File: config.mk
export PLATFORM = sky130hd
export DESIGN_NAME = bftr_ctrl
export DESIGN_NICKNAME = d
export VERILOG_FILES = /design/src/hw/rtl/bftr_pkg.sv /design/src/hw/rtl/bftr_ctrl.sv
export SDC_FILE = /design/constraint.sdc
export NUM_CORES = 1
export LEC_CHECK = 0
export BUFFER_PORTS_ARGS = -buffer_cell sky130_fd_sc_hd__buf_2
export CAP_MARGIN = 10
export CELL_PAD_IN_SITES_DETAIL_PLACEMENT = 0
export CELL_PAD_IN_SITES_GLOBAL_PLACEMENT = 1
export CORE_AREA = 4 4 41 43
export CTS_BUF_LIST = sky130_fd_sc_hd__clkbuf_4 sky130_fd_sc_hd__clkbuf_8 sky130_fd_sc_hd__clkbuf_16
export DETAILED_ROUTE_END_ITERATION = 10
export DIE_AREA = 0 0 45 47
export PLACE_DENSITY_LB_ADDON = 0.1
export SLEW_MARGIN = 20
export SYNTH_ARGS = -nofsm -noshare
export SYNTH_HDL_FRONTEND = slang
export SYNTH_SLANG_ARGS = --single-unit
File: constraint.sdc
create_clock -name clk_i -period 1.55 [get_ports clk_i]
set_clock_uncertainty 0.2 [all_clocks]
set_input_delay 0.0775 -clock clk_i [delete_from_list [all_inputs] [get_ports clk_i]]
set_output_delay 0.0775 -clock clk_i [all_outputs]
set_load 0.01 [all_outputs]
File: src/hw/rtl/bftr_pkg.sv
// ----------------------------------------------------------------------------
// bftr_pkg
// Shared types, constants and codes of the bitmap font text renderer.
// ----------------------------------------------------------------------------
package bftr_pkg;

  // Glyph store size (bytes), default for the top-level parameter; power of two
  localparam int unsigned FONT_STORE_BYTES_DEF = 16384;

  // Glyph geometry limits
  localparam int unsigned MAX_GLYPH_WIDTH  = 16;
  localparam int unsigned MAX_GLYPH_HEIGHT = 32;
  localparam int unsigned MAX_ROWS         = 32;
  localparam int unsigned ROW_CAP          =
      (MAX_GLYPH_HEIGHT < MAX_ROWS) ? MAX_GLYPH_HEIGHT : MAX_ROWS;

  // Field widths
  localparam int unsigned CUR_W      = 12;
  localparam int unsigned ADDR_W     = 31;
  localparam int unsigned PIX_W      = 16;
  localparam int unsigned BASE_W     = 30;
  localparam int unsigned PITCH_W    = 14;
  localparam int unsigned GW_W       = 5;
  localparam int unsigned GH_W       = 6;
  localparam int unsigned GC_W       = 9;
  localparam int unsigned GB_W       = 7;
  localparam int unsigned FADDR_W    = 14;
  localparam int unsigned CFG_IDX_W  = 3;
  localparam int unsigned CFG_DATA_W = 30;

  // Character codes
  localparam logic [7:0] CODE_RETURN  = 8'd13;
  localparam logic [7:0] CODE_NEWLINE = 8'd10;

  // Opcodes
  localparam logic OP_FONT_WRITE = 1'b0;
  localparam logic OP_DRAW       = 1'b1;

  // Configuration register indexes
  typedef enum logic [CFG_IDX_W-1:0] {
    REG_FRAME_BASE   = 3'd0,
    REG_PITCH_BYTES  = 3'd1,
    REG_GLYPH_WIDTH  = 3'd2,
    REG_GLYPH_HEIGHT = 3'd3,
    REG_GLYPH_COUNT  = 3'd4,
    REG_GLYPH_BYTES  = 3'd5
  } cfg_reg_e;

  typedef struct packed {
    logic               opcode;
    logic [FADDR_W-1:0] font_addr;
    logic [7:0]         font_byte;
    logic [7:0]         char_code;
    logic               string_start;
    logic [CUR_W-1:0]   start_x;
    logic [CUR_W-1:0]   start_y;
  } in_item_t;

  typedef struct packed {
    logic [ADDR_W-1:0] row_address;
    logic [PIX_W-1:0]  row_pixels;
    logic              last_row;
  } out_item_t;

  // Controller to datapath
  typedef struct packed {
    logic take;   // input transfer this cycle
    logic setup;  // compute glyph base and first row address
    logic issue;  // read one store byte
    logic shift;  // absorb a non-final byte of the row
    logic emit;   // load the output register with a finished row
  } ctrl_cmd_t;

  // Datapath to controller
  typedef struct packed {
    logic draw;       // accepted item renders a glyph
    logic last_byte;  // byte in the read register closes the row
    logic last_row;   // current row is the final one
  } dp_status_t;

endpackage

File: src/hw/rtl/bftr_ctrl.sv
// ----------------------------------------------------------------------------
// bftr_ctrl
// Sequencer: accepts items, walks glyph bytes and rows, owns output valid.
// ----------------------------------------------------------------------------
module bftr_ctrl
  import bftr_pkg::*;
(
  input  logic       clk_i,
  input  logic       rst_ni,
  input  logic       in_valid_i,
  output logic       in_ready_o,
  output logic       out_valid_o,
  input  logic       out_ready_i,
  input  dp_status_t status_i,
  output ctrl_cmd_t  cmd_o
);

  typedef enum logic [3:0] {
    ST_IDLE  = 4'b0001,
    ST_SETUP = 4'b0010,
    ST_RD    = 4'b0100,
    ST_LOOP  = 4'b1000
  } state_e;

  state_e state_q, state_d;
  logic   out_valid_q, out_valid_d;
  logic   out_free;

  assign out_free    = !out_valid_q || out_ready_i;
  assign in_ready_o  = (state_q == ST_IDLE);
  assign out_valid_o = out_valid_q;

  always_comb begin
    state_d = state_q;
    cmd_o   = '0;
    case (state_q)
      ST_IDLE: begin
        cmd_o.take = in_valid_i;
        if (in_valid_i && status_i.draw) begin
          state_d = ST_SETUP;
        end
      end
      ST_SETUP: begin
        cmd_o.setup = 1'b1;
        state_d     = ST_RD;
      end
      ST_RD: begin
        cmd_o.issue = 1'b1;
        state_d     = ST_LOOP;
      end
      ST_LOOP: begin
        if (!status_i.last_byte) begin
          cmd_o.shift = 1'b1;
          cmd_o.issue = 1'b1;
        end else if (out_free) begin
          cmd_o.emit = 1'b1;
          if (status_i.last_row) begin
            state_d = ST_IDLE;
          end else begin
            cmd_o.issue = 1'b1;
          end
        end
        // otherwise hold: output register still full
      end
      default: state_d = ST_IDLE;
    endcase
  end

  always_comb begin
    out_valid_d = out_valid_q;
    if (cmd_o.emit) begin
      out_valid_d = 1'b1;
    end else if (out_ready_i) begin
      out_valid_d = 1'b0;
    end
  end

  always_ff @(posedge clk_i or negedge rst_ni) begin
    if (!rst_ni) begin
      state_q     <= ST_IDLE;
      out_valid_q <= 1'b0;
    end else begin
      state_q     <= state_d;
      out_valid_q <= out_valid_d;
    end
  end

endmodule

# Word level (Yosys, flattened, before mapping)
# Index checks and enable logic that the tools add are counted.
# Widths: inputs -> output; s select.
[totals]
register_bits = 5
in_bits = 7
wordCells = 32
[op_classes]
reduce_logical = 5
muxes = 17
eq_ne = 8
[ops]
columns = ["cell", "n"]
rows = [
  ["$mux 4", 4],
  ["$pmux 4 s4", 1],
  ["$mux 1", 10],
  ["$ne 2x2->1 const B", 3],
  ["$eq 4x1->1 const B", 1],
  ["$eq 4x2->1 const B", 1],
  ["$eq 4x3->1 const B", 1],
  ["$eq 4x4->1 const B", 1],
  ["$reduce_and 4->1", 1],
  ["$mux 2", 1],
  ["$ne 2x1->1 const B", 1],
  ["$pmux 1 s2", 1],
  ["$reduce_bool 2->1", 1],
  ["$logic_and 1x1->1", 1],
  ["$logic_not 1->1", 1],
  ["$logic_or 1x1->1", 1],
]

# Longest topological paths before layout
# Gate-level depths: netlist of run 1.
[logic_depth]
ltp_word = 6
ltp_mapped = 4
depth_no_buf = 3

# Least setup slack after synthesis of run 1
# Ideal clock, no wire load.
[synth_path]
kind = "flip-flop to output port"
start = "reg state_q[0]"
end = "out cmd_o[4] (netlist name)"
required_time_ns = 1.272
setup_slack_ns = 0.165
arrival_ns = 1.108
stages_incl_launch_ff = 3
path_buffers = 0
cell_sequence = "dfstp_2 -> nor4b_2 -> and2_1"
[synth_lines]
columns = ["element", "line", "rtl"]
rows = [
  ["start: declaration", "bftr_ctrl.sv:25", "state_e state_q, state_d;"],
  ["start signal: assignment", "bftr_ctrl.sv:83", "state_q <= state_d;"],
  ["end: declaration", "bftr_ctrl.sv:15", "output ctrl_cmd_t cmd_o"],
]

==> reports/metrics.cfg, run 1 <==
[synthesis]
ys_seq_area_share_pct = 41.9
synth_cell_type_count = 21
syn-instance-count = 32
synth_area_per_cell_sq_um = 9.42
syn-cell-area_sq_um = 302
synth_seq_cells = 5
syn-num-nets = 39
synth_warnings = 0

[sta]
worst_pin_slew_ns = 0.232
final_hold_viol_count = 0
min_period_ns = 1.59
period_share_pct = 103
drv_slew = 0
relSlewSlack_pct = 84.5
setup_slack_ns = -0.0394
finalSetupViolCount = 2
max_freq_ghz = 0.629
rsz0062_at_grt = yes

[grt]
grt_max_degree = 8
grt_usage_pct = 8.58
grt_pass1_vias = 323
grt_overflow = 0
grt_antenna_before_repair = 0
grt_pass1_wl_microns = 1300

[placement]
hpwl_microns = 594
gp_congestion = 0.700
pre_cts_slack_ns = 0.161
place_inst = 58
portBuffers = 13

[drt]
post_drt_wl_per_cell_microns = 11.6
antenna_left = 0
dr.pass1.iters = 1
initialDrtViolationCount = 0
vias = 299
wl_microns = 797
viasPerCell = 4.33
drc = 0

[critical_path]
worstPathRequired_ns = 1.27
crit_path_end_kind = output pin
crit_path_start_kind = flop
cp_max_fo = 5
arrival_ns = 1.31
crit_type = reg2out

[run]
maxCapViolations = 0

[pwr]
pwr-share-comb_pct = 23.2
switchingPower_uw = 105
p_leak_nw = 0.247
p_sw_share_pct = 25.0
power_frac_seq_pct = 37.2
p_clk_share_pct = 39.6
power_density_mw_per_mm2 = 858
intPower_uw = 315
ir_worst_vdd_v = 0.000412

[cts]
clk_latency_ns = 0.24
clk_pin_slew_ns = 0.04
htreeDepth = 1
clock-root-buffer = clkbuf_4
cts_tree = built
numClockSinks = 5
numCtsBuffers = 3
clk_path_buf_depth = 2

[cells_and_area]
nets = 62
antenna_cells = 0
instances_no_fill = 69
drive_above_1_share_pct = 46.3
area_growth_pct = 62.2

[run_status]
outcome = finished, violations left
violations = negative setup slack

[floorplan]
start_util_pct = 23.2
die_w_microns = 45
num_io_pins = 14
core_sq_mm = 0.00130
rows = 13
fp.dieArea_sq_mm = 0.00212
die_h_microns = 47

[hold_path]
min_path_type = in2reg

==> critical path, cell delays in order (launching register included) <==
cell and delay, ns:
dfstp_2 0.56, nor4b_4 0.23, and2_1 0.15, buf_2 0.12
==> registers in the layout (all words and copies together) (netlist names) <==
name and count:
state_q 4, out_valid_o 1
==> cells in the mapped netlist (all sizes together) <==
| cell | n | share of area (%) |
|---|---|---|
| dfrtp | 4 | 33 |
| nor2 | 3 | 3.7 |
| nor2b | 3 | 7.1 |
| a21oi | 2 | 3.3 |
| buf | 2 | 5.0 |
| nand2 | 2 | 2.5 |
| nand2b | 2 | 4.1 |
| nor3b | 2 | 5.0 |
| a2bb2oi | 1 | 2.9 |
| and2 | 1 | 2.1 |
| and3 | 1 | 2.1 |
| and4b | 1 | 3.3 |
| dfstp | 1 | 8.7 |
| nand3 | 1 | 1.7 |
| nor4b | 1 | 5.0 |
| o21a | 1 | 2.5 |
| o21ai | 1 | 1.7 |
| o22ai | 1 | 2.1 |
| or2 | 1 | 2.1 |
| or3 | 1 | 2.1 |
==> layer usage <==
metal  global-route usage [%]  up-vias  part of all wire (%)
met5                        0        -                     0
met4                     7.02        0                     0
met3                     1.15        0                   2.5
met2                     14.7        5                    52
met1                     9.47      139                    46
li1                         -      155                     -
==> area by class of cell <==
cell class / count / area, sq um
Fill cell: 148 / 812
Multi-Input combinational cell: 25 / 179
Timing Repair Buffer: 20 / 133
Sequential cell: 5 / 129
Clock buffer: 4 / 30.0
Tap cell: 15 / 18.8
==> repair_timing <==
action | CTS | global route
pin swaps | 1 | 1
hold buffers | 6 | 0
endpoints found under the hold margin | 7 | 0
setup buffers | 0 | 1
gates resized for setup | 2 | 4
endpoints found under the setup margin | 3 | 7
==> worst paths after layout <==
check                       startpoint           to  slack [ns]  cells past startpoint
max                         state_q[0]     cmd_o[4]       -0.04                      3
min                        status_i[0]   state_q[0]        0.02                      4
max reg2reg                out_valid_o  out_valid_o        0.04                      3
min reg2reg                 state_q[3]   state_q[2]        0.33                      1
max in group asynchronous       rst_ni   state_q[2]        0.41                      3
min in group asynchronous       rst_ni   state_q[0]        0.11                      2
==> cells in the final DEF, fill, tap and decap left out <==
cell type      synthesis  layout
buf_2                  0      13
dlygate4sd3_1          0       6
clkbuf_4               0       4
nor2_1                 3       3
nor2b_2                1       2
nor3b_1                2       2
nand2b_1               2       2
nand2_1                2       2
a21oi_1                2       2
dfrtp_1                4       2
dfrtp_2                0       2
nor4b_4                0       1
nor2b_4                0       1
nand3_1                1       1
or2_1                  1       1
o21a_1                 1       1
o22ai_1                1       1
and2_1                 1       1
and3_1                 1       1
o21ai_1                1       1
and4b_1                1       1
or3_1                  1       1
a2bb2oi_1              1       1
buf_4                  2       1
dfstp_2                1       1
==> power groups by stage <==
stage	Combinational, mW	Clock, mW	Sequential (mW)
detailed placement	0.0728	0	0.154
floorplan	0.0450	0	0.153
CTS	0.0880	0.176	0.155
global placement	0.0721	0	0.154
finish	0.0975	0.166	0.156
global route	0.107	0.182	0.156
==> kinds of logic after synthesis <==
group	share of synthesized area, %
and+or+nand+nor	40.7
AOI/OAI and AO/OA	12.4
DFF	41.9
buffers and inverters	4.98
==> stage by stage <==
step,setup TNS (ns),power [mW],hold slack (ns),area [sq um],util [%]
after floorplan,0,0.198,-0.418,302,-
after global placement,0,0.226,-0.306,370,28.5
after detailed placement,0,0.227,-0.304,370,28.5
after CTS,-0.0835,0.419,0.0190,470,36.2
after global routing,-0.210,0.445,0.0275,489,37.6
final,-0.0575,0.420,0.0225,489,37.6
No activity file was read; power rests on OpenSTA's default activity.
==> run 2, diff against run 1 <==
--- a/config.mk
+++ b/config.mk
@@ -10,7 +10,6 @@
 export CELL_PAD_IN_SITES_DETAIL_PLACEMENT = 0
 export CELL_PAD_IN_SITES_GLOBAL_PLACEMENT = 1
 export CORE_AREA = 4 4 41 43
-export CTS_BUF_LIST = sky130_fd_sc_hd__clkbuf_4 sky130_fd_sc_hd__clkbuf_8 sky130_fd_sc_hd__clkbuf_16
 export DETAILED_ROUTE_END_ITERATION = 10
 export DIE_AREA = 0 0 45 47
 export PLACE_DENSITY_LB_ADDON = 0.1
==> constraint.sdc (replaced) <==
create_clock -name clk_i -period 1.9 [get_ports clk_i]
set_clock_uncertainty 0.2 [all_clocks]
set_input_delay 0.095 -clock clk_i [delete_from_list [all_inputs] [get_ports clk_i]]
set_output_delay 0.095 -clock clk_i [all_outputs]
set_load 0.01 [all_outputs]
==> run 2 against run 1 <==
- the run now ends clean
- worst setup slack better by 0.16 ns
- global-route usage stayed put
- via count is 2.3% higher
- total power is 23% lower
- final area is 4.9% lower
- routed wire length is 2.4% lower
- flip-flop and latch count stayed put
- final cell count is 1.4% lower
- clock-buffer cell count stayed put
- sequential power is 19% lower
==> reports/metrics.cfg, run 2 (synthesis results as in run 1) <==
[pwr]
power_density_mw_per_mm2 = 693  ; was 858 mW/mm^2
total_power_uw = 323  ; was 420 uW
ir_worst_vdd_v = 0.000314  ; was 0.000412 V
p_leak_nw = 0.244  ; was 0.247 nW

[sta]
rsz0062_at_grt = no  ; was yes
fin_hold_ws_ns = 0.0322  ; was 0.0225 ns
period_share_pct = 93.8
max_freq_ghz = 0.561
timing.setup.tns_ns = 0  ; was -0.0575 ns
drv_slew = 0  ; unchanged
finalSetupViolCount = 0  ; was 2
final_hold_viol_count = 0  ; unchanged
setup_slack_ns = 0.118  ; was -0.0394 ns
worst_pin_slew_ns = 0.256  ; was 0.232 ns
relSlewSlack_pct = 82.9  ; was 84.5%
min_period_ns = 1.78

[grt]
grt_overflow = 0  ; unchanged
gr-usage-met2_pct = 15.3  ; was 14.7%
grt_use_met3_pct = 1.15  ; unchanged
busiest_layer = met2  ; unchanged
gr-usage-met1_pct = 9.01  ; was 9.47%
grt_pass1_wl_microns = 1300  ; about the same
grt_max_degree = 8  ; unchanged
grt_usage_pct = 8.58  ; unchanged
grt_antenna_before_repair = 0  ; unchanged
grt_pass1_vias = 328  ; was 323

[drt]
vias = 306  ; was 299
viasPerCell = 4.50  ; was 4.33
dr.pass1.iters = 3  ; was 1
post_drt_wl_per_cell_microns = 11.4  ; was 11.6 microns
initialDrtViolationCount = 4  ; was 0
drc = 0  ; unchanged
wl_microns = 778  ; was 797 microns
antenna_left = 0  ; unchanged

[cts]
cts_tree = built  ; unchanged
clk_pin_slew_ns = 0.04  ; about the same
numClockSinks = 5  ; unchanged
clock-root-buffer = clkbuf_4  ; unchanged
clk_latency_ns = 0.24  ; about the same
clk_path_buf_depth = 2  ; unchanged
htreeDepth = 1  ; unchanged
numCtsBuffers = 3  ; unchanged

[critical_path]
crit_path_end_kind = flop  ; was output pin
cp_max_fo = 5  ; unchanged
crit_path_start_kind = flop  ; unchanged
arrival_ns = 1.76  ; was 1.31 ns
crit_type = reg2reg  ; was reg2out
worstPathRequired_ns = 1.88  ; was 1.27 ns

[cells_and_area]
stdcell_area_sq_um = 465  ; was 489 sq um
final_common_cell = buf_2  ; unchanged
largest-register = state_q  ; unchanged
nFillCells = 146  ; was 148
drive_above_1_share_pct = 35.8  ; was 46.3%
antenna_cells = 0  ; unchanged
area_growth_pct = 54.4  ; was 62.2%
final_cell_mix = buf_2 (13), dlygate4sd3_1 (6), dfrtp_1 (4)  ; was buf_2 (13), dlygate4sd3_1 (6), clkbuf_4 (4)
largest_register_ffs = 4  ; unchanged
nets = 61  ; was 62

[floorplan]
die_w_microns = 45  ; unchanged
die_h_microns = 47  ; unchanged
fp.dieArea_sq_mm = 0.00212  ; unchanged
num_io_pins = 14  ; unchanged
rows = 13  ; unchanged
core_sq_mm = 0.00130  ; unchanged
start_util_pct = 23.2  ; unchanged

[placement]
portBuffers = 13  ; unchanged
pre_cts_slack_ns = 0.511  ; was 0.161 ns
placed_area_sq_um = 370  ; unchanged
hpwl_microns = 594  ; unchanged
gp_congestion = 0.700  ; unchanged

[run_status]
outcome = finished, final reports clean  ; was finished, violations left

[hold_path]
min_path_type = in2reg  ; unchanged

[run]
maxCapViolations = 0  ; unchanged

## run 2: changes by cell type in the layout (fill, tap and decap cells not counted)
cell	before	now
dfrtp_1	2	4
dfrtp_2	2	0
nor2b_1	0	2
buf_4	1	0
clkbuf_1	0	1
clkbuf_4	4	3
nor2b_2	2	1
nor2b_4	1	0
## run 2: worst max-delay path: stages (launching register included)
cell and delay, ns:
dfstp_2 0.56, nor4b_4 0.23, and3_1 0.18, dlygate4sd3_1 0.54
## run 2: area by class of cell
type	count	area (sq um)	share of cell area, %
Tap cell	15	18.8	4.03
Multi-Input combinational cell	25	169	36.3
Clock buffer	4	26.3	5.65
Sequential cell	5	126	27.2
Timing Repair Buffer	19	125	26.9
## run 2: timing repair
action	in CTS	in global routing
endpoints found under the setup margin	0	1
hold endpoints to repair	7	0
resized for setup	0	1
hold buffers	6	0
setup buffers	0	0
## run 2: worst paths after layout
check / endpoint / slack (ns) / from / cells after the start
max: state_q[1] / 0.12 / state_q[0] / 3
min: state_q[0] / 0.03 / status_i[0] / 4
max reg2reg: state_q[1] / 0.12 / state_q[0] / 3
min reg2reg: state_q[2] / 0.39 / state_q[3] / 1
max in group asynchronous: state_q[2] / 0.76 / rst_ni / 3
min in group asynchronous: state_q[0] / 0.13 / rst_ni / 2
## run 2: metrics by stage
stage	util [%]	instances
5_1_grt	35.8	68
4_1_cts	35.1	68
2_1_floorplan	-	32
6_report	35.8	68
3_3_place_gp	28.5	58
3_5_place_dp	28.5	58
## run 2: where the power goes
part / internal [mW] / total (mW) / switching, mW / leakage, nW
registers: 0.116 / 0.127 / 0.0106 / 0.0656
logic: 0.0417 / 0.0719 / 0.0302 / 0.163
clock network: 0.0794 / 0.124 / 0.0444 / 0.0150
total: 0.237 / 0.323 / 0.0852 / 0.244
## run 2: layer usage
metal	share of wire, %	vias up
li1	-	153
met5	0	-
met1	44	143
met4	1.8	0
met2	51	8
met3	3.0	2
